File: src/rtl/sscf_pkg.sv
// ----------------------------------------------------------------------------
// Share submit framer package
// Types, constants and the frame byte selector shared by the framer modules.
// ----------------------------------------------------------------------------
`default_nettype none

package sscf_pkg;

  localparam int NUM_REGS        = 5;
  localparam int REG_IDX_W       = 3;
  localparam int CFG_DATA_W      = 8;
  localparam int HIST_DEPTH      = 3;
  localparam int BASE_LEN        = 15;
  localparam int WORD_LEN        = 4;
  localparam int FRAME_LEN_W     = 5;
  localparam int DEF_QUEUE_DEPTH = 2;

  typedef enum logic [REG_IDX_W-1:0] {
    REG_MAGIC        = 3'd0,
    REG_CMD_PLAIN    = 3'd1,
    REG_CMD_TIME     = 3'd2,
    REG_CMD_VER      = 3'd3,
    REG_CMD_TIME_VER = 3'd4
  } cfg_reg_t;

  typedef enum logic {
    OP_NOTICE = 1'b0,
    OP_SHARE  = 1'b1
  } op_t;

  // One frame waiting to be serialised
  typedef struct packed {
    logic [7:0]             magic;
    logic [7:0]             cmd;
    logic [FRAME_LEN_W-1:0] len;
    logic                   with_time;
    logic [7:0]             job_id;
    logic [15:0]            link_id;
    logic [31:0]            aux_nonce;
    logic [31:0]            share_nonce;
    logic [31:0]            ntime;
    logic [31:0]            version_mask;
  } desc_t;

  // Byte of the frame at a given position, multi-byte fields little-endian
  function automatic logic [7:0] frame_byte_at(desc_t d, logic [FRAME_LEN_W-1:0] idx);
    logic [31:0] tail0;
    logic [7:0]  b;
    tail0 = d.with_time ? d.ntime : d.version_mask;
    case (idx)
      5'd0:    b = d.magic;
      5'd1:    b = d.cmd;
      5'd2:    b = {{(8-FRAME_LEN_W){1'b0}}, d.len};
      5'd3:    b = 8'h00;
      5'd4:    b = d.job_id;
      5'd5:    b = d.link_id[7:0];
      5'd6:    b = d.link_id[15:8];
      5'd7:    b = d.aux_nonce[7:0];
      5'd8:    b = d.aux_nonce[15:8];
      5'd9:    b = d.aux_nonce[23:16];
      5'd10:   b = d.aux_nonce[31:24];
      5'd11:   b = d.share_nonce[7:0];
      5'd12:   b = d.share_nonce[15:8];
      5'd13:   b = d.share_nonce[23:16];
      5'd14:   b = d.share_nonce[31:24];
      5'd15:   b = tail0[7:0];
      5'd16:   b = tail0[15:8];
      5'd17:   b = tail0[23:16];
      5'd18:   b = tail0[31:24];
      5'd19:   b = d.version_mask[7:0];
      5'd20:   b = d.version_mask[15:8];
      5'd21:   b = d.version_mask[23:16];
      5'd22:   b = d.version_mask[31:24];
      default: b = 8'h00;
    endcase
    return b;
  endfunction

endpackage

`default_nettype wire

File: src/rtl/share_submit_framer.sv
// A share's first frame byte passes the queue entry, the serialiser's descriptor
// register and the output register before it is shown. A share frame is 15, 19 or
// 23 bytes, sent one byte per cycle while popped; notices and fake shares make none.
// Input accepts while the descriptor queue has room, so it runs ahead of output.
// Reset (synchronous, active low) clears registers, history, queue and output.
// ----------------------------------------------------------------------------
// Share submit framer: top level
// Front end, descriptor queue and serialiser for binary share frames.
// ----------------------------------------------------------------------------
`default_nettype none

module share_submit_framer #(
  parameter int QUEUE_DEPTH = sscf_pkg::DEF_QUEUE_DEPTH
) (
  input  wire logic                            clk,
  input  wire logic                            rst_n,
  input  wire logic                            cfg_we,
  input  wire logic [sscf_pkg::REG_IDX_W-1:0]  cfg_index,
  input  wire logic [sscf_pkg::CFG_DATA_W-1:0] cfg_data,
  input  wire logic                            in_push,
  output logic                                 in_full,
  input  wire logic                            in_opcode,
  input  wire logic [7:0]                      in_job_id,
  input  wire logic [31:0]                     in_ntime,
  input  wire logic [31:0]                     in_aux_nonce,
  input  wire logic [31:0]                     in_share_nonce,
  input  wire logic [31:0]                     in_version_mask,
  input  wire logic                            in_fake_job,
  input  wire logic [15:0]                     in_link_id,
  output logic                                 out_empty,
  input  wire logic                            out_pop,
  output logic [7:0]                           out_frame_byte,
  output logic                                 out_last_byte
);
  import sscf_pkg::*;

  logic  q_push;
  logic  q_full;
  logic  q_pop;
  logic  q_empty;
  desc_t q_in_desc;
  desc_t q_head_desc;

  assign in_full = q_full;

  sscf_front u_front (
    .clk             (clk),
    .rst_n           (rst_n),
    .cfg_we          (cfg_we),
    .cfg_index       (cfg_index),
    .cfg_data        (cfg_data),
    .in_push         (in_push),
    .in_opcode       (in_opcode),
    .in_job_id       (in_job_id),
    .in_ntime        (in_ntime),
    .in_aux_nonce    (in_aux_nonce),
    .in_share_nonce  (in_share_nonce),
    .in_version_mask (in_version_mask),
    .in_fake_job     (in_fake_job),
    .in_link_id      (in_link_id),
    .q_full          (q_full),
    .q_push          (q_push),
    .q_desc          (q_in_desc)
  );

  sscf_queue #(
    .DEPTH (QUEUE_DEPTH)
  ) u_queue (
    .clk       (clk),
    .rst_n     (rst_n),
    .push      (q_push),
    .push_desc (q_in_desc),
    .full      (q_full),
    .pop       (q_pop),
    .head_desc (q_head_desc),
    .empty     (q_empty)
  );

  sscf_back u_back (
    .clk            (clk),
    .rst_n          (rst_n),
    .q_empty        (q_empty),
    .q_desc         (q_head_desc),
    .q_pop          (q_pop),
    .out_pop        (out_pop),
    .out_empty      (out_empty),
    .out_frame_byte (out_frame_byte),
    .out_last_byte  (out_last_byte)
  );

endmodule

`default_nettype wire

File: src/rtl/sscf_front.sv
// ----------------------------------------------------------------------------
// Share submit framer: front end
// Holds the registers and the notice history, classifies each item and
// builds a frame descriptor for every genuine share.
// ----------------------------------------------------------------------------
`default_nettype none

module sscf_front (
  input  wire logic                            clk,
  input  wire logic                            rst_n,
  input  wire logic                            cfg_we,
  input  wire logic [sscf_pkg::REG_IDX_W-1:0]  cfg_index,
  input  wire logic [sscf_pkg::CFG_DATA_W-1:0] cfg_data,
  input  wire logic                            in_push,
  input  wire logic                            in_opcode,
  input  wire logic [7:0]                      in_job_id,
  input  wire logic [31:0]                     in_ntime,
  input  wire logic [31:0]                     in_aux_nonce,
  input  wire logic [31:0]                     in_share_nonce,
  input  wire logic [31:0]                     in_version_mask,
  input  wire logic                            in_fake_job,
  input  wire logic [15:0]                     in_link_id,
  input  wire logic                            q_full,
  output logic                                 q_push,
  output sscf_pkg::desc_t                      q_desc
);
  import sscf_pkg::*;

  logic [CFG_DATA_W-1:0] cfg_r   [NUM_REGS];
  logic [7:0]            hist_id_r [HIST_DEPTH];
  logic [31:0]           hist_tm_r [HIST_DEPTH];

  logic       accept;
  logic       is_notice;
  logic       known;
  logic       with_time;
  logic       with_ver;
  logic [7:0] cmd;
  logic [FRAME_LEN_W-1:0] len;

  assign accept    = in_push && !q_full;
  assign is_notice = (op_t'(in_opcode) == OP_NOTICE);

  always_ff @(posedge clk) begin
    if (!rst_n) begin
      for (int i = 0; i < NUM_REGS; i++) begin
        cfg_r[i] <= '0;
      end
    end else if (cfg_we && (cfg_index < REG_IDX_W'(NUM_REGS))) begin
      cfg_r[cfg_index] <= cfg_data;
    end
  end

  // Shift history on a notice: oldest drops out, newest goes on top
  always_ff @(posedge clk) begin
    if (!rst_n) begin
      for (int i = 0; i < HIST_DEPTH; i++) begin
        hist_id_r[i] <= '0;
        hist_tm_r[i] <= '0;
      end
    end else if (accept && is_notice) begin
      for (int i = 0; i < HIST_DEPTH - 1; i++) begin
        hist_id_r[i] <= hist_id_r[i+1];
        hist_tm_r[i] <= hist_tm_r[i+1];
      end
      hist_id_r[HIST_DEPTH-1] <= in_job_id;
      hist_tm_r[HIST_DEPTH-1] <= in_ntime;
    end
  end

  always_comb begin
    known = 1'b0;
    for (int i = 0; i < HIST_DEPTH; i++) begin
      if ((hist_id_r[i] == in_job_id) && (hist_tm_r[i] == in_ntime)) begin
        known = 1'b1;
      end
    end
  end

  assign with_time = !known;
  assign with_ver  = (in_version_mask != 32'd0);

  always_comb begin
    case ({with_time, with_ver})
      2'b11:   cmd = cfg_r[REG_CMD_TIME_VER];
      2'b10:   cmd = cfg_r[REG_CMD_TIME];
      2'b01:   cmd = cfg_r[REG_CMD_VER];
      default: cmd = cfg_r[REG_CMD_PLAIN];
    endcase
  end

  assign len = FRAME_LEN_W'(BASE_LEN)
             + (with_time ? FRAME_LEN_W'(WORD_LEN) : '0)
             + (with_ver  ? FRAME_LEN_W'(WORD_LEN) : '0);

  // Fake shares and notices produce nothing downstream
  assign q_push = accept && !is_notice && !in_fake_job;

  always_comb begin
    q_desc.magic        = cfg_r[REG_MAGIC];
    q_desc.cmd          = cmd;
    q_desc.len          = len;
    q_desc.with_time    = with_time;
    q_desc.job_id       = in_job_id;
    q_desc.link_id      = in_link_id;
    q_desc.aux_nonce    = in_aux_nonce;
    q_desc.share_nonce  = in_share_nonce;
    q_desc.ntime        = in_ntime;
    q_desc.version_mask = in_version_mask;
  end

endmodule

`default_nettype wire

File: src/rtl/sscf_queue.sv
// ----------------------------------------------------------------------------
// Share submit framer: descriptor queue
// Short first-in first-out buffer between the front end and the serialiser.
// ----------------------------------------------------------------------------
`default_nettype none

module sscf_queue #(
  parameter int DEPTH = sscf_pkg::DEF_QUEUE_DEPTH
) (
  input  wire logic             clk,
  input  wire logic             rst_n,
  input  wire logic             push,
  input  wire sscf_pkg::desc_t  push_desc,
  output logic                  full,
  input  wire logic             pop,
  output sscf_pkg::desc_t       head_desc,
  output logic                  empty
);
  import sscf_pkg::*;

  localparam int PTR_W = (DEPTH > 1) ? $clog2(DEPTH) : 1;
  localparam int CNT_W = $clog2(DEPTH + 1);

  desc_t            entry_r [DEPTH];
  logic [PTR_W-1:0] wr_ptr_r, wr_ptr_nxt;
  logic [PTR_W-1:0] rd_ptr_r, rd_ptr_nxt;
  logic [CNT_W-1:0] cnt_r, cnt_nxt;
  logic             do_push;
  logic             do_pop;

  assign full      = (cnt_r == CNT_W'(DEPTH));
  assign empty     = (cnt_r == '0);
  assign do_push   = push && !full;
  assign do_pop    = pop && !empty;
  assign head_desc = entry_r[rd_ptr_r];

  always_comb begin
    wr_ptr_nxt = wr_ptr_r;
    rd_ptr_nxt = rd_ptr_r;
    cnt_nxt    = cnt_r;
    if (do_push) begin
      wr_ptr_nxt = (wr_ptr_r == PTR_W'(DEPTH - 1)) ? '0 : wr_ptr_r + PTR_W'(1);
    end
    if (do_pop) begin
      rd_ptr_nxt = (rd_ptr_r == PTR_W'(DEPTH - 1)) ? '0 : rd_ptr_r + PTR_W'(1);
    end
    case ({do_push, do_pop})
      2'b10:   cnt_nxt = cnt_r + CNT_W'(1);
      2'b01:   cnt_nxt = cnt_r - CNT_W'(1);
      default: cnt_nxt = cnt_r;
    endcase
  end

  always_ff @(posedge clk) begin
    if (!rst_n) begin
      wr_ptr_r <= '0;
      rd_ptr_r <= '0;
      cnt_r    <= '0;
    end else begin
      wr_ptr_r <= wr_ptr_nxt;
      rd_ptr_r <= rd_ptr_nxt;
      cnt_r    <= cnt_nxt;
    end
  end

  always_ff @(posedge clk) begin
    if (do_push) begin
      entry_r[wr_ptr_r] <= push_desc;
    end
  end

endmodule

`default_nettype wire

File: src/rtl/sscf_back.sv
// ----------------------------------------------------------------------------
// Share submit framer: serialiser
// Takes frame descriptors from the queue and sends them one byte per cycle,
// while the receiver keeps popping, through a registered output stage.
// ----------------------------------------------------------------------------
`default_nettype none

module sscf_back (
  input  wire logic             clk,
  input  wire logic             rst_n,
  input  wire logic             q_empty,
  input  wire sscf_pkg::desc_t  q_desc,
  output logic                  q_pop,
  input  wire logic             out_pop,
  output logic                  out_empty,
  output logic [7:0]            out_frame_byte,
  output logic                  out_last_byte
);
  import sscf_pkg::*;

  desc_t                  cur_r, cur_nxt;
  logic                   busy_r, busy_nxt;
  logic [FRAME_LEN_W-1:0] idx_r, idx_nxt;
  logic                   out_valid_r, out_valid_nxt;
  logic [7:0]             out_byte_r, out_byte_nxt;
  logic                   out_last_r, out_last_nxt;

  logic emit;
  logic last_now;
  logic load;

  // Advance when the output stage is free or being drained this cycle
  assign emit     = busy_r && (!out_valid_r || out_pop);
  assign last_now = (idx_r == (cur_r.len - FRAME_LEN_W'(1)));
  // Fetch the next frame in the same cycle as the current last byte
  assign load     = !q_empty && (!busy_r || (emit && last_now));
  assign q_pop    = load;

  always_comb begin
    cur_nxt       = cur_r;
    busy_nxt      = busy_r;
    idx_nxt       = idx_r;
    out_valid_nxt = out_valid_r;
    out_byte_nxt  = out_byte_r;
    out_last_nxt  = out_last_r;

    if (out_pop) begin
      out_valid_nxt = 1'b0;
    end
    if (emit) begin
      out_valid_nxt = 1'b1;
      out_byte_nxt  = frame_byte_at(cur_r, idx_r);
      out_last_nxt  = last_now;
      idx_nxt       = idx_r + FRAME_LEN_W'(1);
      if (last_now) begin
        busy_nxt = 1'b0;
      end
    end
    if (load) begin
      cur_nxt  = q_desc;
      busy_nxt = 1'b1;
      idx_nxt  = '0;
    end
  end

  always_ff @(posedge clk) begin
    if (!rst_n) begin
      busy_r      <= 1'b0;
      idx_r       <= '0;
      out_valid_r <= 1'b0;
    end else begin
      busy_r      <= busy_nxt;
      idx_r       <= idx_nxt;
      out_valid_r <= out_valid_nxt;
    end
  end

  always_ff @(posedge clk) begin
    cur_r      <= cur_nxt;
    out_byte_r <= out_byte_nxt;
    out_last_r <= out_last_nxt;
  end

  assign out_empty      = !out_valid_r;
  assign out_frame_byte = out_byte_r;
  assign out_last_byte  = out_last_r;

endmodule

`default_nettype wire

File: config.mk
export PLATFORM = sky130hd
export DESIGN_NAME = share_submit_framer
export DESIGN_NICKNAME = d
export VERILOG_FILES = /design/src/rtl/sscf_pkg.sv /design/src/rtl/share_submit_framer.sv /design/src/rtl/sscf_front.sv /design/src/rtl/sscf_queue.sv /design/src/rtl/sscf_back.sv
export SDC_FILE = /design/constraint.sdc
export NUM_CORES = 1
export LEC_CHECK = 0
export BUFFER_PORTS_ARGS = -buffer_cell sky130_fd_sc_hd__clkbuf_2
export CAP_MARGIN = 40
export CORE_ASPECT_RATIO = 0.75
export CORE_MARGIN = 2
export CORE_UTILIZATION = 50
export DETAILED_ROUTE_END_ITERATION = 10
export PLACE_DENSITY = 0.79
export SYNTH_ARGS = -nofsm -noshare
export SYNTH_HDL_FRONTEND = slang
export SYNTH_SLANG_ARGS = --single-unit
File: constraint.sdc
create_clock -name clk -period 30.8 [get_ports clk]
set_input_delay 4.62 -clock clk [delete_from_list [all_inputs] [get_ports clk]]
set_output_delay 4.62 -clock clk [all_outputs]
set_load 0.005 [all_outputs]
==> flow_summary.yaml <==
flow_run:
  maxCapViolCount: 0
sta:
  fmax_mhz: 138
  relSlewSlack_pct: 32.5
  rsz0062_at_grt: "no"
  hold_viol_final: 0
  setup_viol: 0
  skew_ns: 0.0215
  fin_crit_sh_pct: 23.5
  worst-slew-pin-transition_ns: 0.998
  slew_violations: 0
  finalWorstSetupSlack_ns: 23.56
  setup_tns_ns: 0
  fin_crit_ns: 7.24
yosys:
  yosysWarnings: 0
  synth_fa_ha_area_share_pct: 0.408
  synthMuxAreaShare_pct: 7.89
  synthXorXnorAreaFrac_pct: 4.06
  synth_top_family_by_area: "simple AND/OR/NAND/NOR gates"
  synth-edff-count: 685
  syn_avg_cell_area_um2: 17.5
  yosys_register_bits: 696
  ys_types: 55
  synth_area_um2: 27600
  synthFlopType: "edfxtp_1"
  ys_seq_area_share_pct: 75.3
  syn-num-nets: 1753
  syn_inst: 1574
  synth_simple_gate_area_share_pct: 7.99
  async_flop_share_pct: 0
  synth-compound-area-share_pct: 3.13
worst_hold_path:
  hp-class: "register to register"
finish:
  syn2layout_area_growth_pct: 15.3
  utilization_pct: 58.3
  drive_gt1_share_pct: 27.7
  fill_cells: 3932
  fin_nets: 1975
  seqCellArea_um2: 20800
  multi_input_area_um2: 6530
detailed_routing:
  via_per_inst: 5.71
  via_count: 14700
  drt_wl_total_um: 63100
  drc: 0
  drt_iter0_drc: 1967
  firstDrtPassIters: 5
  ant_nets: 0
  wire_per_inst_um: 24.6
cts:
  ctsHtreeMaxLevel: 3
  numCtsBuffers: 66
  clock_path_buffers: 3
  cts_root_buf: "clkbuf_16"
  post_cts_buffers: 0
  clk_pin_slew_ns: 0.06
  clk_latency_ns: 0.62
  cts_resized: 0
  cts_hold_buf: 0
  cts_tree: "done"
  cts.sinks: 696
power_and_ir_drop:
  total_power_w: 0.00251
  power.density_nw_per_um2: 78.8
  cellLeakagePower_nw: 11.0
  peakVddDrop_uv: 65.5
global_routing:
  grt_pass1_wl_um: 92500
  gr-total-overflow: 0
  antenna_found_initial: 5
  grt_max_degree: 121
  global_route.usage.total_pct: 22.2
  grt_pass1_vias: 14500
run_status:
  outcome: "finished clean"
floorplanning:
  rows: 74
  fp.dieH_um: 207
  die_area_um2: 57100
  start_util_pct: 50.6
  core_area_um2: 54500
  io_pins: 181
  die_w_um: 275
critical_path:
  worstPathRequired_ns: 31.13
  arrival_ns: 7.57
  critical_path_class: "input port to register"
  crit_fanout: 19
  critPathCaptureType: "register"
  crit_path_start_kind: "input port"
placement:
  gp_congestion: 0.912
  post-place-ws_ns: 22.98
  hpwl_um: 43300
  port_buffers: 180
cells by family after synthesis:
group                      after synthesis
DFF                                    696
xor gates and xnor gates               128
AOI/OAI and AO/OA                      106
buffers and inverters                   80
adders and majority gates                9
muxes                                  194
and+or+nand+nor                        361
sequential cells by signal, indices dropped and copies added, names as in the netlist, 2 cells and up:
signal and flops:
u_front.cfg_r 40, u_front.hist_id_r 24, u_queue.cnt_r 2, u_back.out_frame_byte 8, u_back.idx_r 5, u_front.hist_tm_r 96, u_queue.entry_r 344, u_back.cur_r 172
per-layer routing:
layer,GRT usage (%),wire [µm],vias up
li1,-,-,6555
met1,33.6,27700,7360
met2,32.1,28200,686
met3,6.14,6210,82
met4,5.26,1070,2
met5,0,13,-
report_power, final:
part / internal (W) / switching [W] / total, W
logic: 0.000144 / 0.000239 / 0.000383
registers: 0.00123 / 0.0000684 / 0.00130
clock network: 0.000473 / 0.000354 / 0.000827
total: 0.00185 / 0.000662 / 0.00251
placed cells by master, fill, tap and decap left out, types with 16 or more instances in the layout:
| cell | count |
|---|---|
| edfxtp_1 | 685 |
| clkbuf_2 | 181 |
| mux2_2 | 179 |
| and2_1 | 162 |
| xor2_1 | 98 |
| clkbuf_16 | 67 |
| nor4_1 | 37 |
| nand4_1 | 33 |
| buf_4 | 33 |
| xnor2_1 | 30 |
| nand3_1 | 25 |
| nand2_1 | 25 |
| a22oi_1 | 24 |
| nand2b_1 | 16 |
stage by stage:
| step | hold slack (ns) | cell area (µm²) | instances |
|---|---|---|---|
| 2_1_floorplan | 0.421 | 27600 | 1574 |
| 3_3_place_gp | 0.437 | 29400 | 2439 |
| 3_5_place_dp | 0.448 | 29600 | 2449 |
| 4_1_cts | 0.461 | 31800 | 2566 |
| 5_1_grt | 0.469 | 31800 | 2569 |
| 6_report | 0.453 | 31800 | 2571 |
final timing paths:
path	start	depth (start not counted)	slack, ns	end
worst max register to register	u_back.idx_r[2]	8	26.48	u_back.cur_r[107]
worst min-delay path	u_front.cfg_r[0][6]	0	0.45	u_queue.entry_r[0][172]
worst max-delay path	in_ntime[31]	11	23.56	u_queue.entry_r[0][159]
worst min register to register	u_front.cfg_r[0][6]	0	0.45	u_queue.entry_r[0][172]
critical path: stages:
cell	delay [ns]
clkbuf_2	0.17
xor2_1	0.20
nor4_1	0.65
nand4_1	0.16
nor4_1	0.39
buf_4	0.27
or3_1	0.16
ha_1	0.57
a221o_1	0.20
nand2_1	0.05
o41ai_1	0.11
layout make-up:
cell class	count	area share [%]
multi-input combinational	798	20.5
timing repair buffer	224	4.20
sequential	696	65.4
inverter	10	0.118
tap	722	2.84
antenna	4	0.0315
clock buffer	77	5.39
clock inverter	40	1.56
Yosys cell counts (11+ instances only):
master / instances / area [µm²]
edfxtp_1: 685 / 20600
mux2_2: 179 / 2020
and2_1: 162 / 1010
xor2_1: 98 / 858
clkbuf_1: 52 / 195
nor4_1: 37 / 231
nand4_1: 33 / 206
xnor2_1: 30 / 263
nand2_1: 25 / 93.8
nand3_1: 25 / 125
a22oi_1: 24 / 180
nand2b_1: 16 / 100
a22o_1: 14 / 123
dfxtp_1: 11 / 220
nor2_1: 11 / 41.3
(Power assumes the default switching activity.)
